## config.mk

```make
export PLATFORM = sky130hd
export DESIGN_NAME = mbr_ctrl
export DESIGN_NICKNAME = d
export VERILOG_FILES = /design/src/design/mbr_pkg.sv /design/src/design/mbr_ctrl.sv
export VERILOG_INCLUDE_DIRS = /design/src /design/src/design
export SDC_FILE = /design/constraint.sdc
export NUM_CORES = 1
export LEC_CHECK = 0
export BUFFER_PORTS_ARGS = -buffer_cell sky130_fd_sc_hd__buf_2
export CORE_MARGIN = 5
export CORE_UTILIZATION = 35
export CTS_CLUSTER_DIAMETER = 100
export DETAILED_ROUTE_END_ITERATION = 8
export GPL_ROUTABILITY_DRIVEN = 0
export GPL_TIMING_DRIVEN = 0
export MAX_ROUTING_LAYER = met4
export SYNTH_ARGS = -nofsm -noshare
export SYNTH_HDL_FRONTEND = slang
export SYNTH_SLANG_ARGS = --single-unit
```

## constraint.sdc

```tcl
create_clock -name clk -period 1.8 [get_ports clk]
set_clock_uncertainty 0.2 [all_clocks]
set_input_delay 0.09 -clock clk [delete_from_list [all_inputs] [get_ports clk]]
set_output_delay 0.09 -clock clk [all_outputs]
set_load 0.05 [all_outputs]
```

## src/design/assert_macros.svh

```systemverilog
// Assertion helpers shared by the mailbox responder modules.
`ifndef ASSERT_MACROS_SVH
`define ASSERT_MACROS_SVH

// Same-cycle implication, quiet while reset is high.
`define MBR_IMPLIES(label, clk, rst, ante, cons, msg) \
  label: assert property (@(posedge clk) disable iff (rst) (ante) |-> (cons)) \
    else $error(msg);

// Next-cycle implication, quiet while reset is high.
`define MBR_IMPLIES_NEXT(label, clk, rst, ante, cons, msg) \
  label: assert property (@(posedge clk) disable iff (rst) (ante) |=> (cons)) \
    else $error(msg);

`endif

```

## src/design/mbr_pkg.sv

```systemverilog
package mbr_pkg;

  localparam int WindowBytesDefault = 4096;

  // Word indexes of the special registers
  localparam logic [9:0] IdxCtrl  = 10'h004;
  localparam logic [9:0] IdxStat  = 10'h007;
  localparam logic [9:0] IdxStat2 = 10'h008;
  localparam logic [9:0] IdxResp  = 10'h040;
  localparam logic [9:0] IdxReq   = 10'h080;

  // Endpoint codes, the bootstrap op codes and the response op constants
  localparam logic [7:0] EpNone     = 8'h00;
  localparam logic [7:0] EpBoot     = 8'hff;
  localparam logic [7:0] OpBootOne  = 8'd2;
  localparam logic [7:0] OpBootA0   = 8'd3;
  localparam logic [7:0] OpBootA5   = 8'd4;
  localparam logic [7:0] OpBootTag  = 8'd16;
  localparam logic [7:0] OpBoot5A   = 8'd31;
  localparam logic [8:0] RopOffset  = 9'd100;
  localparam logic [8:0] RopNone    = 9'd1;

  typedef enum logic [1:0] {
    STEP_RESP = 2'd0,
    STEP_PAD  = 2'd1,
    STEP_STAT = 2'd2
  } resp_step_t;

  typedef struct packed {
    logic       clr;
    logic       acc;
    logic       resp;
    resp_step_t resp_step;
    logic       load_rd;
  } mbr_cmd_t;

  typedef struct packed {
    logic clr_last;
    logic is_write;
    logic is_req;
  } mbr_sts_t;

  function automatic logic [31:0] boot_data(input logic [7:0] op, input logic [7:0] tag);
    logic [7:0] tag_nz;
    logic [31:0] d;
    tag_nz = (tag != 8'h00) ? tag : 8'h01;
    case (op)
      OpBootOne: d = 32'h0000_0001;
      OpBootA0:  d = 32'h0000_00a0;
      OpBootA5:  d = 32'hA5A5_0000 | {24'h0, tag};
      OpBootTag: d = 32'h0001_0000 | {24'h0, tag_nz};
      OpBoot5A:  d = 32'h5A5A_0000 | {16'h0, tag, 8'h01};
      default:   d = 32'h0;
    endcase
    return d;
  endfunction

  function automatic logic [31:0] resp_word(input logic [7:0] ep, input logic [7:0] tag,
                                            input logic [7:0] op);
    logic [8:0] rop;
    rop = (ep == EpNone) ? RopNone : ({1'b0, op} + RopOffset);
    return {7'h0, rop, tag, ep};
  endfunction

endpackage

```

## src/design/mbr_ctrl.sv

```systemverilog
`include "assert_macros.svh"

module mbr_ctrl import mbr_pkg::*; (
  input  logic     clk,
  input  logic     rst,
  input  logic     in_valid,
  input  logic     out_ready,
  input  mbr_sts_t sts,
  output mbr_cmd_t cmd,
  output logic     in_ready,
  output logic     out_valid
);

  typedef enum logic [5:0] {
    S_CLEAR = 6'b000001,
    S_IDLE  = 6'b000010,
    S_READ  = 6'b000100,
    S_RESP0 = 6'b001000,
    S_RESP1 = 6'b010000,
    S_RESP2 = 6'b100000
  } state_t;

  state_t state, state_next;
  logic   out_valid_next;
  logic   load_out;

  assign in_ready = (state == S_IDLE) && (!out_valid || out_ready);

  always_comb begin
    cmd           = '0;
    cmd.resp_step = STEP_RESP;
    cmd.clr       = (state == S_CLEAR);
    cmd.acc       = in_valid && in_ready;
    cmd.load_rd   = (state == S_READ);
    state_next    = state;
    unique case (state)
      S_CLEAR: begin
        if (sts.clr_last) state_next = S_IDLE;
      end
      S_IDLE: begin
        if (cmd.acc) begin
          if (!sts.is_write) state_next = S_READ;
          else if (sts.is_req) state_next = S_RESP0;
        end
      end
      S_READ: state_next = S_IDLE;
      S_RESP0: begin
        cmd.resp      = 1'b1;
        cmd.resp_step = STEP_RESP;
        state_next    = S_RESP1;
      end
      S_RESP1: begin
        cmd.resp      = 1'b1;
        cmd.resp_step = STEP_PAD;
        state_next    = S_RESP2;
      end
      S_RESP2: begin
        cmd.resp      = 1'b1;
        cmd.resp_step = STEP_STAT;
        state_next    = S_IDLE;
      end
      default: state_next = S_CLEAR;
    endcase
  end

  // Writes finish at acceptance; reads in the cycle after
  assign load_out = cmd.load_rd || (cmd.acc && sts.is_write);

  always_comb begin
    out_valid_next = out_valid;
    if (load_out) out_valid_next = 1'b1;
    else if (out_ready) out_valid_next = 1'b0;
  end

  always_ff @(posedge clk) begin
    if (rst) begin
      state     <= S_CLEAR;
      out_valid <= 1'b0;
    end else begin
      state     <= state_next;
      out_valid <= out_valid_next;
    end
  end

  `MBR_IMPLIES(a_no_overwrite, clk, rst, load_out, !out_valid || out_ready, "result overwritten")
  `MBR_IMPLIES_NEXT(a_resp_seq, clk, rst, cmd.acc && sts.is_req, (state == S_RESP0) ##1 (state == S_RESP1) ##1 (state == S_RESP2), "response sequence broken")

endmodule

```

# Yosys cells after proc, flatten, opt, wreduce, memory -nomap -nowiden
# Cells that the tools add are included.
# totals
ff_bits	7
wordCells	28
output_inout_bits	8
in_bits	7
# classes
eq_ne	9
reduce_logical	9
n_mux	8
# ops
operator	n
6-bit case mux with 5 select lines	1
6-bit 2-to-1 mux	4
3-bit case mux with 3 select lines	1
6-bit by 1-bit equality test with 1-bit output (second input constant)	1
6-bit by 2-bit equality test with 1-bit output (second input constant)	1
6-bit by 3-bit equality test with 1-bit output (second input constant)	1
6-bit by 4-bit equality test with 1-bit output (second input constant)	1
6-bit by 5-bit equality test with 1-bit output (second input constant)	1
6-bit equality test (second input constant)	1
2-bit != test (second input constant)	2
1-bit logical AND	3
3-bit != test (second input constant)	1
3-bit AND reduction	1
1-bit logical OR	2
1-bit 2-to-1 mux	2
2-bit nonzero test	1
2-bit OR reduction	1
1-bit logical NOT	1

# Logic depth before layout (Yosys ltp)
# Gate-level depths: netlist (run 1).
# logic_depth
depth_word	7
ltp_mapped	4

# Worst setup path before layout (run 1)
# No wires, ideal clock.
# synth_timing
path_kind	register to output
start	register state[5]
end	output cmd[1] (netlist bit)
arrival_ns	2.082
n_path_buf	1
stages_incl_launch_ff	4
slack_ns	-0.572
required_ns	1.510
cell_sequence	dfxtp_1 > buf_2 > or4_4 > nor3b_1
# synth_rtl
element	line_no	source
start: declaration	mbr_ctrl.sv:23	state_t state, state_next;
start signal: assignment	mbr_ctrl.sv:80	state <= state_next;
end: declaration	mbr_ctrl.sv:9	output mbr_cmd_t cmd,

==> results of run 1 <==
## synthesized netlist by cell type
| master | number | area [µm²] |
|---|---|---|
| dfxtp_1 | 7 | 140 |
| o41ai_4 | 1 | 27.5 |
| xor2_1 | 2 | 17.5 |
| nor4_4 | 1 | 21.3 |
| nor2_1 | 2 | 7.51 |
| o211ai_1 | 1 | 7.51 |
| o22ai_1 | 1 | 6.26 |
| nand4_1 | 2 | 12.5 |
| nand2b_1 | 2 | 12.5 |
| nor4b_1 | 1 | 8.76 |
| nor2b_1 | 3 | 18.8 |
| nand2_1 | 2 | 7.51 |
| and4_1 | 1 | 8.76 |
| nor3b_1 | 1 | 7.51 |
| nor4_1 | 1 | 6.26 |
| a21oi_1 | 3 | 15.0 |
| or4b_1 | 1 | 10.0 |
| o311a_1 | 1 | 10.0 |
| o2111a_1 | 1 | 11.3 |
| and2_1 | 1 | 6.26 |
| a211oi_1 | 1 | 7.51 |
| or4_4 | 1 | 11.3 |
| inv_1 | 5 | 18.8 |
| o21ai_0 | 3 | 15.0 |
| and3_1 | 1 | 6.26 |
| buf_2 | 3 | 15.0 |
| and2b_1 | 1 | 7.51 |
| nor3_1 | 5 | 25.0 |
| o311ai_0 | 1 | 8.76 |
## final cells by class
type                    instances  share of cell area [%]
flip-flops and latches          7                    19.3
well taps                      15                    2.37
clock buffers                   4                    3.32
multi-input cells              41                    41.9
inverters                       5                    2.37
plain buffers                   2                    2.37
repair buffers                 29                    28.4
## sequential cells by signal, indices dropped and copies added (netlist names)
signal and cells:
out_valid 1, state 6
## routing by layer
metal  global-route usage (%)  vias up
li1                         -      273
met1                     16.2      248
met2                     26.8       15
met3                     3.45        2
met4                     4.97        0
met5                        -        -
## where the power goes
part	leakage (µW)	internal [µW]	total [µW]	switching, µW
registers	0.0000590	181	191	10.1
clock network	0.0000150	84.8	147	61.7
logic	0.000280	269	566	298
## per-stage QoR
stage	hold slack [ns]	instance area (µm²)	util, %	instances
2_1_floorplan	-0.0409	500	-	56
3_3_place_gp	0.103	589	45.3	85
3_5_place_dp	0.103	589	45.3	85
4_1_cts	0.367	723	55.6	98
5_1_grt	0.372	792	60.9	103
6_report	0.376	792	60.9	103
## how the worst max path moves through the flow
stage	endpoint	slack (ns)
after floorplan	cmd[1]	0.08
after global placement	cmd[1]	0.1
after detailed placement	state[3]	0.09
after CTS	cmd[1]	-0.03
after global routing	cmd[4]	-0.10
final	cmd[1]	-0.03
## worst max-delay path, stage by stage, from the launching register on
cell     delay, ns
dfxtp_4       0.34
or4_4         0.58
nor3b_4       0.20
buf_6         0.18
## cell families after synthesis
| logic type | count (synthesis) | share of synthesized area (%) |
|---|---|---|
| AO/OA/AOI/OAI | 13 | 22.8 |
| XOR/XNOR | 2 | 3.67 |
| buffers and inverters | 8 | 7.07 |
| flip-flops | 7 | 29.3 |
| AND/OR/NAND/NOR | 26 | 37.2 |
## timing repair
action,4_1_cts,5_1_grt
buffers inserted,4,5
hold buffers,6,0
endpoints found under the setup margin,5,10
resized for setup,10,12
hold endpoints to repair,6,0
pin swaps,2,3
==> flow_metrics.py, run 1 <==
metrics = {
    "synth": {
        "syn_nets": 63,
        "synth_area_per_cell_um2": 8.53,
        "ys_seq_elements": 7,
        "syn_area_um2": 478,
        "ys_seq_area_share_pct": 29.3,
        "syn_inst": 56,
        "yosys_warnings": 0,
        "synth_cell_types": 29,
    },
    "worst_hold_path": {
        "hold_depth": 3,
        "hold_class": "input port to register",
        "holdPathEnd": "state[2]",
        "hold_start": "sts[1]",
    },
    "clock_tree": {
        "cts_tree": "yes",
        "numCtsBuffers": 3,
        "cts.sinks": 7,
        "clk_pin_slew_worst_paths_ns": 0.05,
        "cts_max_level": 1,
        "cts_buffer_depth": 2,
        "clk_latency_ns": 0.25,
        "cts_root_buf": "clkbuf_4",
    },
    "worst_setup_path": {
        "r2r_slack_ns": 0.02,
        "ff2ff_path_depth": 4,
        "r2r_start": "state[1]",
        "cp-start-kind": "register",
        "path_class": "register to primary output",
        "arrival_ns": 1.54,
        "required_ns": 1.51,
        "worst-path-max-fanout": 3,
        "worstSetupStartpoint": "state[1]",
        "rr_endpoint": "state[2]",
        "crit_path_end_kind": "primary output",
    },
    "sta": {
        "setup_viol": 1,
        "final.setup.tns_ns": -0.0298,
        "rsz0062_at_grt": "true",
        "fmax_mhz": 547,
        "finalCritPeriodShare_pct": 102,
        "maxSlewHeadroom_pct": 76.6,
        "finalHoldViolations": 0,
        "slew_violations": 0,
        "worst_slew_pin_slew_ns": 0.349,
        "setup_slack_ns": -0.0298,
        "period_minus_slack_ns": 1.83,
    },
    "placed_design": {
        "preCtsSetupSlack_ns": 0.0943,
        "numPortBuffers": 14,
        "dp_hpwl_um": 863,
    },
    "grt": {
        "track_usage_pct": 15.0,
        "grt-ovfl-total": 0,
        "grt_start_max_net_pins": 11,
        "grt_pass1_vias": 524,
        "grt_pass1_wl_mm": 2.27,
        "antenna_found_initial": 0,
    },
    "route": {
        "vias": 538,
        "ant_nets": 0,
        "drt_wl_total_mm": 1.35,
        "vias_per_cell": 5.22,
        "highest_layer": "met4",
        "drtPass1Iterations": 4,
        "wl_met1_um": 552,
        "wl_per_cell_um": 13.1,
        "met2_length_um": 728,
        "wl_met3_um": 66,
        "drt_iter0_drc": 2,
        "drcViolationCount": 0,
    },
    "pwr": {
        "power_uw": 904,
        "power_density_nw_per_um2": 1140,
        "ir_worst_vdd_mv": 0.512,
        "p_leak_uw": 0.000354,
    },
    "die": {
        "rows": 13,
        "ios": 15,
        "die_h_um": 47.0,
        "core_um2": 1300,
        "die_w_um": 47.0,
        "start_util_pct": 36.7,
        "die_area_um2": 2200,
    },
    "job": {
        "cap_violations": 0,
    },
    "layout": {
        "fill_cells": 118,
        "drive_above_1_share_pct": 43.2,
        "mostFrequentLayoutCells": "9 x buf_2, 9 x buf_4, 6 x dlygate4sd3_1",
        "register_area_um2": 153,
        "n_antenna_cell": 0,
        "area_growth_pct": 65.7,
        "fin_nets": 96,
        "multi_input_area_um2": 332,
    },
    "run_status": {
        "status": "finished, violations left",
        "violations": "setup timing",
    },
}
Power figures use the tool's default switching activity.
==> run 2, diff against run 1 <==
==> constraint.sdc (replaced) <==
create_clock -name clk -period 1.8 [get_ports clk]
set_clock_uncertainty 0.2 [all_clocks]
set_input_delay 0.36 -clock clk [delete_from_list [all_inputs] [get_ports clk]]
set_output_delay 0.36 -clock clk [all_outputs]
set_load 0.05 [all_outputs]
==> flow_metrics.py, run 2 (synthesis gave the netlist of run 1 again) <==
metrics = {
    "sta": {
        "maxSlewHeadroom_pct": 76.5,
        "setup_viol": 9,
        "fin_worst_hold_slack_ns": 0.111,
        "setup_slack_ns": -0.299,
        "fmax_mhz": 477,
        "worst_slew_pin_slew_ns": 0.348,
        "finalHoldViolations": 0,
        "period_minus_slack_ns": 2.10,
        "rsz0062_at_grt": "true",
        "finalCritPeriodShare_pct": 117,
        "slew_violations": 0,
    },
    "layout": {
        "largest_reg_flops": 6,
        "drive_above_1_share_pct": 56.6,
        "area_growth_pct": 66.8,
        "n_antenna_cell": 0,
        "top_regs": "state x6, out_valid x1",
        "top_register": "state",
        "layout_commonest_cell": "buf_6",
        "fin_nets": 91,
        "fill_cells": 113,
        "finalInstanceArea_um2": 797,
        "mostFrequentLayoutCells": "9 x buf_6, 8 x buf_4, 7 x buf_2",
    },
    "die": {
        "core_um2": 1300,
        "rows": 13,
        "start_util_pct": 36.7,
        "ios": 15,
        "die_h_um": 47.0,
        "die_area_um2": 2200,
        "die_w_um": 47.0,
    },
    "worst_setup_path": {
        "required_ns": 1.24,
        "worst-path-max-fanout": 4,
        "path_delay_family": "simple AND/OR/NAND/NOR gates",
        "crit_path_end_kind": "primary output",
        "cp_num_cells": 3,
        "cpMaxStageDelayCell": "or4_4",
        "cp-start-kind": "register",
        "cpPeakStageDelay_ns": 0.58,
        "crit_chain": "or4_4 -> nor3_4 -> buf_6",
        "r2r_slack_ns": -0.14,
        "path_class": "register to primary output",
        "worstSetupStartpoint": "state[1]",
        "arrival_ns": 1.54,
        "r2r_start": "state[1]",
        "rr_endpoint": "state[3]",
        "crit_buf_inv": 1,
        "ff2ff_path_depth": 5,
        "endpoint": "cmd[5]",
    },
    "worst_hold_path": {
        "hold_class": "input port to register",
    },
    "grt": {
        "grt_pass1_wl_mm": 1.97,
        "grt_start_max_net_pins": 11,
        "grt_pass1_vias": 463,
        "antenna_found_initial": 0,
        "track_usage_pct": 13.2,
        "grt-ovfl-total": 0,
    },
    "pwr": {
        "ir_worst_vdd_mv": 0.658,
        "p_leak_uw": 0.000347,
        "power_density_nw_per_um2": 1100,
    },
    "route": {
        "ant_nets": 0,
        "drcViolationCount": 0,
        "drtPass1Iterations": 4,
        "vias": 513,
        "drt_iter0_drc": 10,
        "wl_per_cell_um": 13.2,
        "drt_wl_total_mm": 1.30,
        "vias_per_cell": 5.23,
    },
    "placed_design": {
        "numPortBuffers": 14,
        "dp_hpwl_um": 838,
        "preCtsSetupSlack_ns": -0.164,
        "postPlaceCellArea_um2": 598,
    },
    "clock_tree": {
        "cts_root_buf": "clkbuf_4",
        "cts_max_level": 1,
        "numCtsBuffers": 3,
        "cts_tree": "yes",
        "clk_pin_slew_worst_paths_ns": 0.04,
        "clk_latency_ns": 0.25,
        "cts_buffer_depth": 2,
        "hold_buffers": 0,
        "cts.sinks": 7,
    },
    "run_status": {
        "violations": "setup timing",
        "status": "finished, violations left",
    },
    "job": {
        "cap_violations": 0,
    },
}
[run 2: changes by cell type in the layout (fill, tap and decap cells not counted), sizes merged]
cell and delta:
dlygate4sd3 -6, clkbuf -2, buf +3
[run 2: routing by layer]
metal | global-route usage [%] | wire [µm] | vias up
li1 | - | - | 266
met1 | 17.7 | 606 | 231
met2 | 17.9 | 614 | 14
met3 | 4.60 | 60 | 2
met4 | 4.97 | 14 | 0
met5 | - | 0 | -
[run 2: worst min path at each step]
stage	from	endpoint	slack, ns	cells after the start
after floorplan	rst	out_valid	0.23	1
after global placement	sts[1]	state[2]	0.36	2
after detailed placement	sts[1]	state[2]	0.36	2
after CTS	sts[1]	state[2]	0.10	2
after global routing	sts[1]	state[2]	0.11	2
final	sts[1]	state[2]	0.11	2
[run 2: final cells by class]
type	count	area, µm²	share of cell area [%]
clock buffer	4	26.3	3.30
buffer	1	11.3	1.41
tap	15	18.8	2.35
multi-input combinational	41	352	44.1
inverter	5	18.8	2.35
timing repair buffer	25	215	27.0
sequential	7	155	19.5
[run 2: stage by stage]
step	util, %	power (µW)	TNS (ns)	cells
6_report	61.3	873	-1.48	98
5_1_grt	61.3	926	-2.10	98
4_1_cts	58.6	843	-0.909	95
3_5_place_dp	46.0	586	-0.606	85
3_3_place_gp	46.0	584	-0.604	85
2_1_floorplan	-	513	-0.338	56
[run 2: power by group]
group | switching (µW) | internal, µW
clock network | 51.2 | 84.2
registers | 53.1 | 182
logic | 259 | 243
[run 2: what timing repair did]
item | CTS | global route
setup buffers | 8 | 3
endpoints found under the setup margin | 7 | 10
gates resized for setup | 31 | 4
pin swaps | 6 | 8
==> run 3, diff against run 2 <==
--- a/config.mk
+++ b/config.mk
@@ -7,13 +7,14 @@
 export NUM_CORES = 1
 export LEC_CHECK = 0
 export BUFFER_PORTS_ARGS = -buffer_cell sky130_fd_sc_hd__buf_2
-export CORE_MARGIN = 5
+export CORE_MARGIN = 2
 export CORE_UTILIZATION = 35
 export CTS_CLUSTER_DIAMETER = 100
 export DETAILED_ROUTE_END_ITERATION = 8
 export GPL_ROUTABILITY_DRIVEN = 0
 export GPL_TIMING_DRIVEN = 0
 export MAX_ROUTING_LAYER = met4
+export SETUP_SLACK_MARGIN = 0.2
 export SYNTH_ARGS = -nofsm -noshare
 export SYNTH_HDL_FRONTEND = slang
 export SYNTH_SLANG_ARGS = --single-unit
==> flow_metrics.py, run 3 (synthesis gave the netlist of run 1 again) <==
metrics = {
    "sta": {
        "worst_slew_pin_slew_ns": 0.336,
        "period_minus_slack_ns": 2.10,
        "fin_worst_hold_slack_ns": 0.0904,
        "finalCritPeriodShare_pct": 117,
        "setup_slack_ns": -0.300,
        "maxSlewHeadroom_pct": 77.6,
        "rsz0062_at_grt": "true",
        "slew_violations": 0,
        "setup_viol": 7,
        "fmax_mhz": 476,
        "finalHoldViolations": 0,
    },
    "die": {
        "die_h_um": 41.0,
        "die_w_um": 41.0,
        "core_um2": 1280,
        "rows": 13,
        "die_area_um2": 1680,
        "start_util_pct": 37.2,
        "ios": 15,
    },
    "pwr": {
        "p_leak_uw": 0.000393,
        "switching_power_uw": 428,
        "seqPwrFrac_pct": 18.8,
        "pwr-share-clk_pct": 14.2,
        "p_comb_share_pct": 67.0,
        "power_density_nw_per_um2": 1140,
        "ir_worst_vdd_mv": 0.730,
        "swShare_pct": 41.3,
        "internal-power_uw": 609,
    },
    "grt": {
        "busiest_layer": "met2",
        "grt_pass1_vias": 439,
        "grt_start_max_net_pins": 11,
        "grt_util_met3_pct": 1.63,
        "antenna_found_initial": 0,
        "grt_use_met1_pct": 22.1,
        "use_met2_pct": 26.2,
        "grt-ovfl-total": 0,
        "grt_pass1_wl_mm": 1.85,
        "track_usage_pct": 17.6,
    },
    "worst_setup_path": {
        "cpPeakStageDelay_ns": 0.54,
        "rr_endpoint": "state[1]",
        "worst-path-max-fanout": 7,
        "crit_path_end_kind": "primary output",
        "path_class": "register to primary output",
        "r2r_start": "state[3]",
        "crit_chain": "or4_4 -> nor3b_4 -> buf_6",
        "required_ns": 1.24,
        "ff2ff_path_depth": 4,
        "r2r_slack_ns": 0.02,
        "arrival_ns": 1.54,
        "cpMaxStageDelayCell": "or4_4",
        "cp-start-kind": "register",
    },
    "route": {
        "drtPass1Iterations": 4,
        "wl_per_cell_um": 14.0,
        "ant_nets": 0,
        "vias": 560,
        "drt_wl_total_mm": 1.48,
        "vias_per_cell": 5.33,
        "drt_iter0_drc": 3,
        "drcViolationCount": 0,
    },
    "placed_design": {
        "postPlaceCellArea_um2": 612,
        "dp.cells": 85,
        "dp_hpwl_um": 807,
        "numPortBuffers": 14,
    },
    "layout": {
        "top_regs": "state x6, out_valid x1",
        "top_register": "state",
        "largest_reg_flops": 6,
        "finalInstanceArea_um2": 908,
        "mostFrequentLayoutCells": "12 x buf_6, 10 x buf_4, 7 x buf_2",
        "layout_commonest_cell": "buf_6",
        "drive_above_1_share_pct": 66.7,
        "n_antenna_cell": 0,
        "layout.cells.non_filler": 105,
        "postLayoutCoreUtil_pct": 70.7,
        "fin_nets": 98,
        "area_growth_pct": 90.1,
    },
    "run_status": {
        "status": "finished, violations left",
        "violations": "setup timing",
    },
    "clock_tree": {
        "hold_buffers": 0,
        "cts_max_level": 1,
        "clk_latency_ns": 0.26,
        "clk_pin_slew_worst_paths_ns": 0.06,
        "cts_buffer_depth": 2,
        "numCtsBuffers": 3,
        "cts_tree": "yes",
        "cts.sinks": 7,
        "cts_root_buf": "clkbuf_4",
    },
    "worst_hold_path": {
        "hold_start": "sts[1]",
        "hold_depth": 2,
        "holdPathEnd": "state[2]",
        "hold_class": "input port to register",
    },
    "job": {
        "cap_violations": 0,
    },
}
[run 3: cell types whose count changed in the layout (fill, tap and decap cells not counted), moves of 2 or more]
cell	change
nor2_2	-2
buf_6	+3
nor2_4	+2
buf_8	+2
buf_4	+2
[run 3: metrics by stage]
stage	total power, µW	setup TNS [ns]	setup WS (ns)
6_report	1040	-1.33	-0.300
2_1_floorplan	512	-0.338	-0.183
3_5_place_dp	585	-0.498	-0.172
5_1_grt	1090	-1.73	-0.360
3_3_place_gp	582	-0.493	-0.175
4_1_cts	894	-1.17	-0.311
[run 3: worst max-delay path, delay by kind of cell (launching register included)]
family,cells,cell delay (ns)
buffers and inverters,1,0.18
flip-flops,1,0.37
AND/OR/NAND/NOR,2,0.73
[run 3: layout make-up]
cell class	instances	area [µm²]
Buffer	3	33.8
Clock buffer	3	22.5
Clock inverter	1	5.00
Fill cell	106	377
Inverter	5	21.3
Multi-Input combinational cell	41	384
Sequential cell	7	151
Tap cell	15	18.8
Timing Repair Buffer	30	272
[run 3: routing by layer]
| layer | vias up | part of all wire (%) |
|---|---|---|
| li1 | 279 | - |
| met1 | 263 | 43 |
| met2 | 12 | 52 |
| met3 | 6 | 2.4 |
| met4 | 0 | 2.2 |
| met5 | - | 0 |
[run 3: power by group through the flow]
stage                     sequential [µW]  combinational [µW]  clock [µW]
after CTS                             190                 550         154
final                                 195                 695         147
after global placement                197                 385           0
after global routing                  199                 730         163
after floorplan                       197                 315           0
after detailed placement              197                 388           0
[run 3: how the worst max path moves through the flow]
stage / cells past startpoint / endpoint / from
floorplan: 2 / cmd[1] / state[1]
global placement: 5 / cmd[4] / state[5]
detailed placement: 5 / cmd[4] / state[5]
CTS: 3 / cmd[1] / state[1]
global route: 3 / cmd[1] / state[1]
finish: 3 / cmd[1] / state[3]
[run 3: repair_timing]
item                                    CTS  global route
gates resized for setup                  33            11
gates cloned                              0             0
buffers inserted                         12             4
pin swaps                                 6             6
endpoints found under the setup margin   11            14
